## src/pps_pkg.sv

```systemverilog
// shared types and constants for the preemptive priority scheduler
package pps_pkg;

    localparam int MAX_TASKS_DEF = 16;
    localparam int PRIO_BITS_DEF = 8;

    localparam int SLOT_W = 4;
    localparam int TIME_IN_W = 16;
    localparam int PRIO_IN_W = 8;
    localparam int TIME_W = 20;
    localparam int PC_W = 5;
    localparam logic [PC_W-1:0] PC_RESET = 5'd16;

    typedef enum logic {
        CMD_LOAD = 1'b0,
        CMD_TICK = 1'b1
    } t_cmd_e;

    typedef enum logic [2:0] {
        ST_IDLE,
        ST_SCAN,
        ST_FLUSH,
        ST_UPDATE,
        ST_TAT,
        ST_EMIT
    } t_state_e;

    typedef struct packed {
        logic load_wr;
        logic tick_init;
        logic skip;
        logic scan_rd;
        logic update;
        logic calc_tat;
        logic emit;
    } t_dp_cmd;

    typedef struct packed {
        logic done_ge;
        logic last;
        logic out_free;
    } t_dp_sts;

endpackage

```

## src/pps_ctrl.sv

```systemverilog
// sequencing state machine for the scheduler
module pps_ctrl
    import pps_pkg::*;
(
    input  logic    i_clk,
    input  logic    i_rst_n,
    input  logic    i_in_valid,
    input  logic    i_command,
    input  t_dp_sts i_sts,
    output t_dp_cmd o_cmd,
    output logic    o_in_stall
);

    t_state_e r_state;
    t_state_e n_state;

    always_ff @(posedge i_clk) begin
        if (!i_rst_n) begin
            r_state <= ST_IDLE;
        end else begin
            r_state <= n_state;
        end
    end

    always_comb begin
        n_state    = r_state;
        o_cmd      = '0;
        o_in_stall = 1'b1;
        case (r_state)
            ST_IDLE: begin
                o_in_stall = 1'b0;
                if (i_in_valid) begin
                    if (i_command == CMD_LOAD) begin
                        o_cmd.load_wr = 1'b1;
                    end else if (i_sts.done_ge) begin
                        o_cmd.skip = 1'b1;
                        n_state    = ST_EMIT;
                    end else begin
                        o_cmd.tick_init = 1'b1;
                        n_state         = ST_SCAN;
                    end
                end
            end
            ST_SCAN: begin
                o_cmd.scan_rd = 1'b1;
                if (i_sts.last) begin
                    n_state = ST_FLUSH;
                end
            end
            ST_FLUSH: begin
                n_state = ST_UPDATE;
            end
            ST_UPDATE: begin
                o_cmd.update = 1'b1;
                n_state      = ST_TAT;
            end
            ST_TAT: begin
                o_cmd.calc_tat = 1'b1;
                n_state        = ST_EMIT;
            end
            ST_EMIT: begin
                if (i_sts.out_free) begin
                    o_cmd.emit = 1'b1;
                    n_state    = ST_IDLE;
                end
            end
            default: begin
                n_state = ST_IDLE;
            end
        endcase
    end

endmodule

```

## src/pps_dpath.sv

```systemverilog
// task table, scan registers, clock, completion count and result register
module pps_dpath
    import pps_pkg::*;
#(
    parameter int MAX_TASKS = MAX_TASKS_DEF,
    parameter int PRIO_BITS = PRIO_BITS_DEF
) (
    input  logic                  i_clk,
    input  logic                  i_rst_n,
    input  t_dp_cmd               i_cmd,
    output t_dp_sts               o_sts,
    input  logic                  i_cfg_valid,
    input  logic [PC_W-1:0]       i_cfg_data,
    input  logic [SLOT_W-1:0]     i_slot,
    input  logic [TIME_IN_W-1:0]  i_arrival,
    input  logic [TIME_IN_W-1:0]  i_burst,
    input  logic [PRIO_IN_W-1:0]  i_prio,
    input  logic                  i_out_stall,
    output logic                  o_out_valid,
    output logic                  o_busy_res,
    output logic [SLOT_W-1:0]     o_running_slot,
    output logic                  o_finished,
    output logic [TIME_W-1:0]     o_turnaround,
    output logic [TIME_W-1:0]     o_waiting,
    output logic                  o_all_done
);

    localparam int IW = $clog2(MAX_TASKS);
    localparam int CW = IW + 1;
    localparam int RW = 3 * TIME_IN_W + PRIO_BITS;
    // row layout: arrival, burst, priority, remaining
    localparam int REM_LO = 0;
    localparam int PRI_LO = TIME_IN_W;
    localparam int BUR_LO = TIME_IN_W + PRIO_BITS;
    localparam int ARR_LO = 2 * TIME_IN_W + PRIO_BITS;

    logic [RW-1:0]        r_mem [MAX_TASKS];
    logic [RW-1:0]        r_rd_row;
    logic [IW-1:0]        r_rd_addr;
    logic [IW-1:0]        r_cmp_idx;
    logic                 r_cmp_vld;

    logic [PC_W-1:0]      r_pc;
    logic [TIME_W-1:0]    r_time;
    logic [CW-1:0]        r_done;

    logic                 r_found;
    logic [IW-1:0]        r_best_idx;
    logic [PRIO_BITS-1:0] r_best_pri;
    logic [TIME_IN_W-1:0] r_best_arr;
    logic [TIME_IN_W-1:0] r_best_bur;
    logic [TIME_IN_W-1:0] r_best_rem;
    logic                 r_fin;
    logic [TIME_W-1:0]    r_tat;

    logic                 r_out_vld;

    logic [CW-1:0]        w_count;
    logic                 w_out_free;
    logic                 w_we;
    logic [IW-1:0]        w_wa;
    logic [RW-1:0]        w_wd;
    logic [TIME_IN_W-1:0] w_rem_dec;
    logic                 w_fin;
    logic [TIME_IN_W-1:0] w_row_arr;
    logic [PRIO_BITS-1:0] w_row_pri;
    logic [TIME_IN_W-1:0] w_row_rem;
    logic                 w_better;
    logic [TIME_W-1:0]    w_wait;

    // effective task count
    always_comb begin
        if (32'(r_pc) > MAX_TASKS) begin
            w_count = CW'(MAX_TASKS);
        end else begin
            w_count = CW'(r_pc);
        end
    end

    assign w_out_free     = !r_out_vld || !i_out_stall;
    assign o_sts.done_ge  = r_done >= w_count;
    assign o_sts.last     = (CW'(r_rd_addr) + CW'(1)) == w_count;
    assign o_sts.out_free = w_out_free;

    // table write port
    assign w_rem_dec = r_best_rem - TIME_IN_W'(1);
    assign w_fin     = r_found && (w_rem_dec == '0);

    always_comb begin
        if (i_cmd.load_wr) begin
            w_we = 32'(i_slot) < MAX_TASKS;
            w_wa = IW'(i_slot);
            w_wd = {i_arrival, i_burst, PRIO_BITS'(i_prio), i_burst};
        end else begin
            w_we = i_cmd.update && r_found;
            w_wa = r_best_idx;
            w_wd = {r_best_arr, r_best_bur, r_best_pri, w_rem_dec};
        end
    end

    always_ff @(posedge i_clk) begin
        if (w_we) begin
            r_mem[w_wa] <= w_wd;
        end
        if (i_cmd.scan_rd) begin
            r_rd_row <= r_mem[r_rd_addr];
        end
    end

    // scan compare on the registered row
    assign w_row_arr = r_rd_row[ARR_LO +: TIME_IN_W];
    assign w_row_pri = r_rd_row[PRI_LO +: PRIO_BITS];
    assign w_row_rem = r_rd_row[REM_LO +: TIME_IN_W];
    assign w_better  = (TIME_W'(w_row_arr) <= r_time) && (w_row_rem != '0)
                       && (!r_found || (w_row_pri < r_best_pri));

    always_ff @(posedge i_clk) begin
        if (r_cmp_vld && w_better) begin
            r_best_idx <= r_cmp_idx;
            r_best_pri <= w_row_pri;
            r_best_arr <= w_row_arr;
            r_best_bur <= r_rd_row[BUR_LO +: TIME_IN_W];
            r_best_rem <= w_row_rem;
        end
        if (i_cmd.scan_rd) begin
            r_cmp_idx <= r_rd_addr;
        end
        if (i_cmd.calc_tat) begin
            if (r_time >= TIME_W'(r_best_arr)) begin
                r_tat <= r_time - TIME_W'(r_best_arr);
            end else begin
                r_tat <= '0;
            end
        end
    end

    always_ff @(posedge i_clk) begin
        if (!i_rst_n) begin
            r_pc      <= PC_RESET;
            r_time    <= '0;
            r_done    <= '0;
            r_rd_addr <= '0;
            r_cmp_vld <= 1'b0;
            r_found   <= 1'b0;
            r_fin     <= 1'b0;
        end else begin
            if (i_cfg_valid) begin
                r_pc <= i_cfg_data;
            end
            r_cmp_vld <= i_cmd.scan_rd;
            if (i_cmd.load_wr) begin
                r_time <= '0;
                r_done <= '0;
            end else if (i_cmd.update) begin
                if (r_time != {TIME_W{1'b1}}) begin
                    r_time <= r_time + TIME_W'(1);
                end
                r_done <= r_done + CW'(w_fin);
                r_fin  <= w_fin;
            end
            if (i_cmd.tick_init) begin
                r_rd_addr <= '0;
                r_found   <= 1'b0;
                r_fin     <= 1'b0;
            end else if (i_cmd.scan_rd) begin
                r_rd_addr <= r_rd_addr + IW'(1);
            end
            if (i_cmd.skip) begin
                r_found <= 1'b0;
                r_fin   <= 1'b0;
            end else if (r_cmp_vld && w_better) begin
                r_found <= 1'b1;
            end
        end
    end

    // result word
    always_comb begin
        if (r_tat >= TIME_W'(r_best_bur)) begin
            w_wait = r_tat - TIME_W'(r_best_bur);
        end else begin
            w_wait = '0;
        end
    end

    always_ff @(posedge i_clk) begin
        if (!i_rst_n) begin
            r_out_vld <= 1'b0;
        end else if (i_cmd.emit) begin
            r_out_vld <= 1'b1;
        end else if (!i_out_stall) begin
            r_out_vld <= 1'b0;
        end
    end

    always_ff @(posedge i_clk) begin
        if (i_cmd.emit) begin
            o_busy_res     <= r_found;
            o_running_slot <= r_found ? SLOT_W'(r_best_idx) : '0;
            o_finished     <= r_fin;
            o_turnaround   <= r_fin ? r_tat : '0;
            o_waiting      <= r_fin ? w_wait : '0;
            o_all_done     <= r_done >= w_count;
        end
    end

    assign o_out_valid = r_out_vld;

    a_fin_needs_found: assert property (@(posedge i_clk) disable iff (!i_rst_n)
        r_fin |-> r_found)
        else $error("completion flagged without a served task");

    a_emit_into_free: assert property (@(posedge i_clk) disable iff (!i_rst_n)
        i_cmd.emit |-> w_out_free)
        else $error("result word written over one not yet taken");

    a_scan_in_range: assert property (@(posedge i_clk) disable iff (!i_rst_n)
        i_cmd.scan_rd |-> (CW'(r_rd_addr) < w_count))
        else $error("scan address beyond task count");

    a_done_bounded: assert property (@(posedge i_clk) disable iff (!i_rst_n)
        r_done <= CW'(MAX_TASKS))
        else $error("completion count beyond table depth");

endmodule

```

## src/preemptive_priority_scheduler_top.sv

```systemverilog
// top level of the preemptive priority scheduler
//
//  channel   direction  handshake               word
//  in        input      i_in_valid/o_in_stall   command, slot, arrival, burst, prio
//  out       output     o_out_valid/i_out_stall busy_res .. all_done
//  cfg       input      i_cfg_valid/o_cfg_ready process_count
//
// a load writes one row while idle; a tick scans n rows (process_count capped at MAX_TASKS)
// the scan reads one table row per cycle, then flush, update, turnaround and emit follow
// a tick after all tasks are done skips the scan and goes straight to emit
// reset clears clock, done count, out valid and state; table rows are undefined until loaded
// a new word is accepted while a result still waits under i_out_stall; the next result waits
module preemptive_priority_scheduler_top
    import pps_pkg::*;
#(
    parameter int MAX_TASKS = MAX_TASKS_DEF,
    parameter int PRIO_BITS = PRIO_BITS_DEF
) (
    input  logic                 i_clk,
    input  logic                 i_rst_n,
    input  logic                 i_in_valid,
    output logic                 o_in_stall,
    input  logic                 i_command,
    input  logic [SLOT_W-1:0]    i_slot,
    input  logic [TIME_IN_W-1:0] i_arrival,
    input  logic [TIME_IN_W-1:0] i_burst,
    input  logic [PRIO_IN_W-1:0] i_prio,
    output logic                 o_out_valid,
    input  logic                 i_out_stall,
    output logic                 o_busy_res,
    output logic [SLOT_W-1:0]    o_running_slot,
    output logic                 o_finished,
    output logic [TIME_W-1:0]    o_turnaround,
    output logic [TIME_W-1:0]    o_waiting,
    output logic                 o_all_done,
    input  logic                 i_cfg_valid,
    output logic                 o_cfg_ready,
    input  logic [PC_W-1:0]      i_cfg_data
);

    t_dp_cmd w_cmd;
    t_dp_sts w_sts;

    assign o_cfg_ready = 1'b1;

    pps_ctrl u_ctrl (
        .i_clk      (i_clk),
        .i_rst_n    (i_rst_n),
        .i_in_valid (i_in_valid),
        .i_command  (i_command),
        .i_sts      (w_sts),
        .o_cmd      (w_cmd),
        .o_in_stall (o_in_stall)
    );

    pps_dpath #(
        .MAX_TASKS (MAX_TASKS),
        .PRIO_BITS (PRIO_BITS)
    ) u_dpath (
        .i_clk          (i_clk),
        .i_rst_n        (i_rst_n),
        .i_cmd          (w_cmd),
        .o_sts          (w_sts),
        .i_cfg_valid    (i_cfg_valid),
        .i_cfg_data     (i_cfg_data),
        .i_slot         (i_slot),
        .i_arrival      (i_arrival),
        .i_burst        (i_burst),
        .i_prio         (i_prio),
        .i_out_stall    (i_out_stall),
        .o_out_valid    (o_out_valid),
        .o_busy_res     (o_busy_res),
        .o_running_slot (o_running_slot),
        .o_finished     (o_finished),
        .o_turnaround   (o_turnaround),
        .o_waiting      (o_waiting),
        .o_all_done     (o_all_done)
    );

endmodule
```

## config.mk

```make
export PLATFORM = sky130hd
export DESIGN_NAME = preemptive_priority_scheduler_top
export DESIGN_NICKNAME = d
export VERILOG_FILES = /design/src/pps_pkg.sv /design/src/pps_ctrl.sv /design/src/pps_dpath.sv /design/src/preemptive_priority_scheduler_top.sv
export SDC_FILE = /design/constraint.sdc
export NUM_CORES = 1
export LEC_CHECK = 0
export BUFFER_PORTS_ARGS = -buffer_cell sky130_fd_sc_hd__buf_2
export CAP_MARGIN = 20
export CORE_MARGIN = 5
export CORE_UTILIZATION = 40
export DETAILED_ROUTE_END_ITERATION = 7
export GPL_TIMING_DRIVEN = 0
export PLACE_DENSITY_LB_ADDON = 0.05
export SLEW_MARGIN = 20
export SYNTH_ARGS = -nofsm -noshare
export SYNTH_HDL_FRONTEND = slang
export SYNTH_HIERARCHICAL = 1
export SYNTH_SLANG_ARGS = --single-unit
```

## constraint.sdc

```tcl
create_clock -name i_clk -period 8.4 [get_ports i_clk]
set_clock_uncertainty 0.15 [all_clocks]
set_input_delay 1.68 -clock i_clk [delete_from_list [all_inputs] [get_ports i_clk]]
set_output_delay 1.68 -clock i_clk [all_outputs]
set_load 0.02 [all_outputs]
```

==> flow_metrics.py, run 1 <==
metrics = {
    "synthesis": {
        "yosysWarnings": 6,
        "syn_avg_cell_area_um2": 19.50,
        "synthTopCellsByCount": "edfxtp_1, mux4_2, nor2_1",
        "muxShareOfSynthArea": 0.1431,
        "synth.cell_area_um2": 45250,
        "synthAdderAreaFrac": 0.01913,
        "synth_largest_area_cell": "edfxtp_1",
        "synth_edf_count": 1083,
        "synth-simple-area-share": 0.04261,
        "synth_cells": 2321,
        "synth_nets": 2444,
        "yosysSeqAreaShare": 0.7368,
        "synthArstFlopShare": 0,
        "synth_ff_type": "edfxtp_1",
        "netlist.area_leader.share": 0.7186,
        "synth_xor_area_frac": 0.01084,
        "synth_compound_area_frac": 0.03130,
        "ys_top_cells_by_area": "edfxtp_1, mux4_2, ha_1",
        "ys_ff_latch": 1124,
        "synth_most_common_cell": "edfxtp_1",
        "synthDistinctLibCells": 77,
        "synth_top_family_by_area": "multiplexers",
    },
    "setup_path": {
        "critPathKind": "in2reg",
        "worst_setup_path_start_kind": "input pin",
        "cp_max_fo": 16,
        "crit_required_ns": 8.61,
        "r2r.worst_path.cells": 8,
        "endpoint_kind": "flop",
        "cp.arrival_ns": 5.29,
    },
    "finish": {
        "post-route-util": 0.4781,
        "area_growth_pct": 18.84,
        "drive_gt1_frac": 0.2684,
        "nets": 2768,
        "stdcell_count": 4249,
    },
    "clocking": {
        "clockRootBuffer": "clkbuf_16",
        "path_clk_slew_ns": 0.06,
        "cts_setup_buffers": 0,
        "cts_tree": "done",
        "clk_latency_ns": 0.71,
        "post_cts_resize_count": 0,
        "cts_hold_buf": 0,
        "cts_max_level": 3,
        "numCtsBuffers": 119,
        "clock-sinks": 1124,
        "max-clock-path-buffers": 3,
    },
    "sta": {
        "tns_ns": 0,
        "rsz0062_at_grt": "false",
        "min_period_over_period": 0.6051,
        "drv_slew": 0,
        "tightest_slew_ns": 1.112,
        "post-route-min-period_ns": 5.083,
        "maxSlewHeadroom": 0.2535,
        "clock.fmax_mhz": 196.7,
        "finalHoldViolCount": 0,
        "setup_viol": 0,
        "worst_slack_ns": 3.317,
    },
    "drt": {
        "vias": 23848,
        "ant_nets": 0,
        "dr.pass1.iters": 5,
        "drc_errors": 0,
        "wire_per_inst_um": 30.32,
        "first_iter_violations": 2113,
        "vias_per_cell": 5.613,
        "wirelength_mm": 128.8,
    },
    "floorplan": {
        "num_io_pins": 105,
        "start_util": 0.4023,
        "die_x_um": 346.4,
        "die_area_um2": 120000,
        "die_y_um": 346.4,
        "rows": 123,
        "core_area_um2": 112500,
    },
    "worst_hold_path": {
        "min_path_cells": 0,
        "hold_class": "reg2reg",
    },
    "grt": {
        "grt_pass1_wl_mm": 183.2,
        "grt_overflow": 0,
        "grt_pass1_vias": 24606,
        "grtUsageTotal": 0.2129,
        "grt_max_degree": 49,
        "grt_antenna_before_repair": 7,
    },
    "power": {
        "total_power_mw": 11.90,
        "power_density_nw_per_um2": 221.3,
        "leakage_nw": 17.20,
        "worst_ir_drop_vdd_mv": 0.1665,
    },
    "place": {
        "post-place-ws_ns": 2.605,
        "place_inst": 4021,
        "dp_hpwl_mm": 88.40,
        "place.gp.congestion": 0.7909,
        "io_buffers": 102,
    },
    "status": {
        "status": "completed",
    },
    "job": {
        "maxCapViolations": 0,
    },
}
[cell families after synthesis]
group / count (synthesis)
AO/OA/AOI/OAI: 224
XOR/XNOR: 56
adder cells (fa/ha/maj): 68
buffers and inverters: 175
flip-flops: 1124
multiplexers: 296
other: 1
AND/OR/NAND/NOR: 377
[metal layers]
metal | up-vias | track usage | part of all wire
met4 | 4 | 0.04886 | 0.022
met3 | 177 | 0.03927 | 0.057
met1 | 12831 | 0.2906 | 0.42
li1 | 10134 | - | -
met2 | 702 | 0.3592 | 0.50
met5 | - | 0 | 0.00026
[critical path, stage by stage]
cell and delay, ns:
buf_2 0.15, nor3b_2 0.18, clkbuf_1 0.44, clkbuf_1 0.75
buf_1 0.71, nand2_1 0.59, o21ai_1 0.77
[final timing paths]
path	startpoint	endpoint	slack (ns)
min reg2reg	u_dpath/r_rd_row[39]	u_dpath/r_best_bur[15]	0.27
max reg2reg	u_ctrl/r_state[1]	u_dpath/r_mem[13][8]	3.56
min	u_dpath/r_rd_row[39]	u_dpath/r_best_bur[15]	0.27
max	i_command	u_dpath/r_mem[13][8]	3.32
[cells in the final DEF, fill, tap and decap left out, drive strengths merged, types with 10 or more instances in the layout]
cell type,netlist,routed
clkbuf,52,203
nand2,86,86
nor2,92,92
o21ai,92,92
mux4,280,280
dfxtp,41,41
nor4,13,13
clkinv,0,53
and2,31,31
nor3,35,35
mux2i,10,10
inv,74,82
xnor2,42,42
or3,12,12
a21oi,43,43
o21a,14,14
nand4,17,17
xor2,14,14
a211oi,14,14
nand3,26,26
edfxtp,1083,1083
and3,12,12
buf,49,251
nand2b,13,13
nor2b,19,19
ha,66,66
[area by class of cell]
| class | instances | area, um2 |
|---|---|---|
| well taps | 1500 | 1877 |
| multi-input cells | 1022 | 11360 |
| inverters | 74 | 277.8 |
| clock buffers | 150 | 3094 |
| flip-flops and latches | 1124 | 33340 |
| plain buffers | 101 | 461.7 |
| fillers | 9346 | 58720 |
| repair buffers | 203 | 2801 |
| clock inverters | 72 | 554.3 |
| diodes | 3 | 7.507 |
[through the flow]
stage	area (um2)	hold slack [ns]
global placement	47640	0.2511
detailed placement	50070	0.2554
CTS	53720	0.2689
global route	53770	0.2721
floorplan	45250	0.2503
finish	53780	0.2688
[power by group]
group | internal (mW) | switching (mW)
Combinational | 0.264 | 0.407
Sequential | 6.24 | 0.0253
Clock | 2.81 | 2.16
[sequential cells by signal, summed over array words and instances, names as in the netlist, 8 cells and up]
register,cells
u_dpath/r_mem,896
u_dpath/r_rd_row,56
u_dpath/o_turnaround,20
u_dpath/o_waiting,20
u_dpath/r_tat,20
u_dpath/r_time,20
u_dpath/r_best_arr,16
u_dpath/r_best_bur,16
u_dpath/r_best_rem,16
u_dpath/r_best_pri,8
No activity file was read; power rests on OpenSTA's default activity.
==> run 2, diff against run 1 <==
clock period = 4.3 ns   (was 8.4 ns; I/O delays follow)
==> run 2 against run 1 <==
Against the previous run: register-to-register slack lost 3.4 ns; sequential power grew 95%; via count grew 0.40%; routed wire length grew 0.34%; critical path type is now reg2reg; critical endpoint is now u_dpath/r_rd_row[22]; largest power group unchanged; highest routed layer unchanged.
==> flow_metrics.py, run 2 (synthesis gave the netlist of run 1 again) <==
metrics = {
    "status": {
        "status": "completed",
    },
    "job": {
        "maxCapViolations": 0,
    },
    "drt": {
        "vias_per_cell": 5.639,
        "first_iter_violations": 2258,
        "wirelength_mm": 129.3,
        "ant_nets": 0,
        "dr.pass1.iters": 5,
        "drc_errors": 0,
        "vias": 23943,
        "wire_per_inst_um": 30.44,
    },
    "sta": {
        "maxSlewHeadroom": 0.2319,
        "worst_slack_ns": 0.1851,
        "post-route-min-period_ns": 4.115,
        "min_period_over_period": 0.9569,
        "clock.fmax_mhz": 243.0,
        "tightest_slew_ns": 1.152,
        "fin_worst_hold_slack_ns": 0.2600,
        "drv_slew": 0,
        "setup_viol": 0,
        "rsz0062_at_grt": "false",
        "finalHoldViolCount": 0,
    },
    "clocking": {
        "numCtsBuffers": 119,
        "clk_latency_ns": 0.70,
        "clock-sinks": 1124,
        "max-clock-path-buffers": 3,
        "cts_max_level": 3,
        "clockRootBuffer": "clkbuf_16",
        "cts_hold_buf": 0,
        "cts_tree": "done",
        "path_clk_slew_ns": 0.06,
    },
    "finish": {
        "multi_input_area_um2": 11380,
        "top_regs": "u_dpath/r_mem (896), u_dpath/r_rd_row (56)",
        "seqCellArea_um2": 33340,
        "nets": 2770,
        "area_growth_pct": 18.75,
        "post-route-util": 0.4777,
        "drive_gt1_frac": 0.2761,
        "fillCellCount": 9390,
        "final_cell_mix": "edfxtp_1, mux4_2, buf_2",
        "fin_area_um2": 53740,
        "layout_commonest_cell": "edfxtp_1",
        "largest_register_ffs": 896,
        "largest_register": "u_dpath/r_mem",
    },
    "setup_path": {
        "critPathKind": "reg2reg",
        "worst_setup_path_start_kind": "flop",
        "endpoint_kind": "flop",
        "crit_required_ns": 4.57,
        "cp.arrival_ns": 4.39,
        "cp_max_fo": 10,
    },
    "grt": {
        "grt_pass1_wl_mm": 182.4,
        "grt_pass1_vias": 24630,
        "grt_overflow": 0,
        "grt_max_degree": 47,
        "grt_antenna_before_repair": 4,
        "grtUsageTotal": 0.2125,
    },
    "place": {
        "place.gp.congestion": 0.7929,
        "io_buffers": 102,
        "placed_area_um2": 49630,
        "post-place-ws_ns": -0.7673,
        "dp_hpwl_mm": 87.28,
    },
    "floorplan": {
        "rows": 123,
        "die_area_um2": 120000,
        "core_area_um2": 112500,
        "die_x_um": 346.4,
        "start_util": 0.4023,
        "num_io_pins": 105,
        "die_y_um": 346.4,
    },
    "power": {
        "p_seq_frac": 0.514,
        "switchingPower_mw": 5.023,
        "clkPwrFrac": 0.431,
        "power_density_nw_per_um2": 443.1,
        "internal_power_mw": 18.79,
        "leakage_nw": 17.23,
        "worst_ir_drop_vdd_mv": 0.3358,
        "swShare": 0.2109,
        "power_frac_comb": 0.055,
    },
    "worst_hold_path": {
        "hold_class": "in2reg",
    },
}
-- run 2: repair_timing --
action | in CTS | in global routing
gates resized for setup | 13 | 5
hold endpoints to repair | 0 | 0
pin swaps | 2 | 5
setup buffers | 4 | 11
endpoints found under the setup margin | 789 | 263
-- run 2: path summary, 6_finish.rpt --
path                                           start                      to  slack, ns  cells after the start
worst max register to register  u_dpath/r_rd_addr[1]    u_dpath/r_rd_row[22]       0.19                      5
worst min register to register  u_dpath/r_rd_row[34]  u_dpath/r_best_bur[10]       0.27                      0
worst max-delay path            u_dpath/r_rd_addr[1]    u_dpath/r_rd_row[22]       0.19                      5
worst min-delay path                   i_cfg_data[4]         u_dpath/r_pc[4]       0.26                      3
-- run 2: power by group through the flow --
stage                     registers, mW  clock network (mW)  logic [mW]
after global routing               12.2                11.0        1.40
after global placement             12.5                   0        1.22
final                              12.2                10.3        1.31
after detailed placement           12.5                   0        1.32
after CTS                          12.2                10.5        1.33
after floorplan                    12.4                   0       0.775
-- run 2: layout make-up --
type	count	area share
Timing Repair Buffer	205	0.04638
Inverter	74	0.005169
Tap cell	1500	0.03492
Sequential cell	1124	0.6204
Clock buffer	159	0.06049
Buffer	101	0.008847
Antenna cell	1	0.00004656
Clock inverter	60	0.01204
Multi-Input combinational cell	1022	0.2117
-- run 2: routing by layer --
layer / GRT usage / part of all wire / vias to the layer above
met2: 0.3549 / 0.50 / 743
met3: 0.03095 / 0.054 / 151
li1: - / - / 10139
met5: 0 / 0.00017 / -
met4: 0.04552 / 0.018 / 4
met1: 0.3003 / 0.43 / 12906
-- run 2: metrics by stage --
step | power (mW) | instances | setup TNS, ns
after floorplan | 13.22 | 2321 | -391.45
after global placement | 13.71 | 3923 | -4797.83
after detailed placement | 13.78 | 4011 | -276.74
after CTS | 24.08 | 4234 | 0
after global routing | 24.63 | 4245 | 0
final | 23.81 | 4246 | 0
-- run 2: worst max-delay path: stages (launching register included) --
cell and delay [ns]:
dfxtp_1 0.38, clkbuf_1 0.68, clkbuf_1 0.78, buf_1 0.92, mux4_2 0.44, mux4_2 0.48
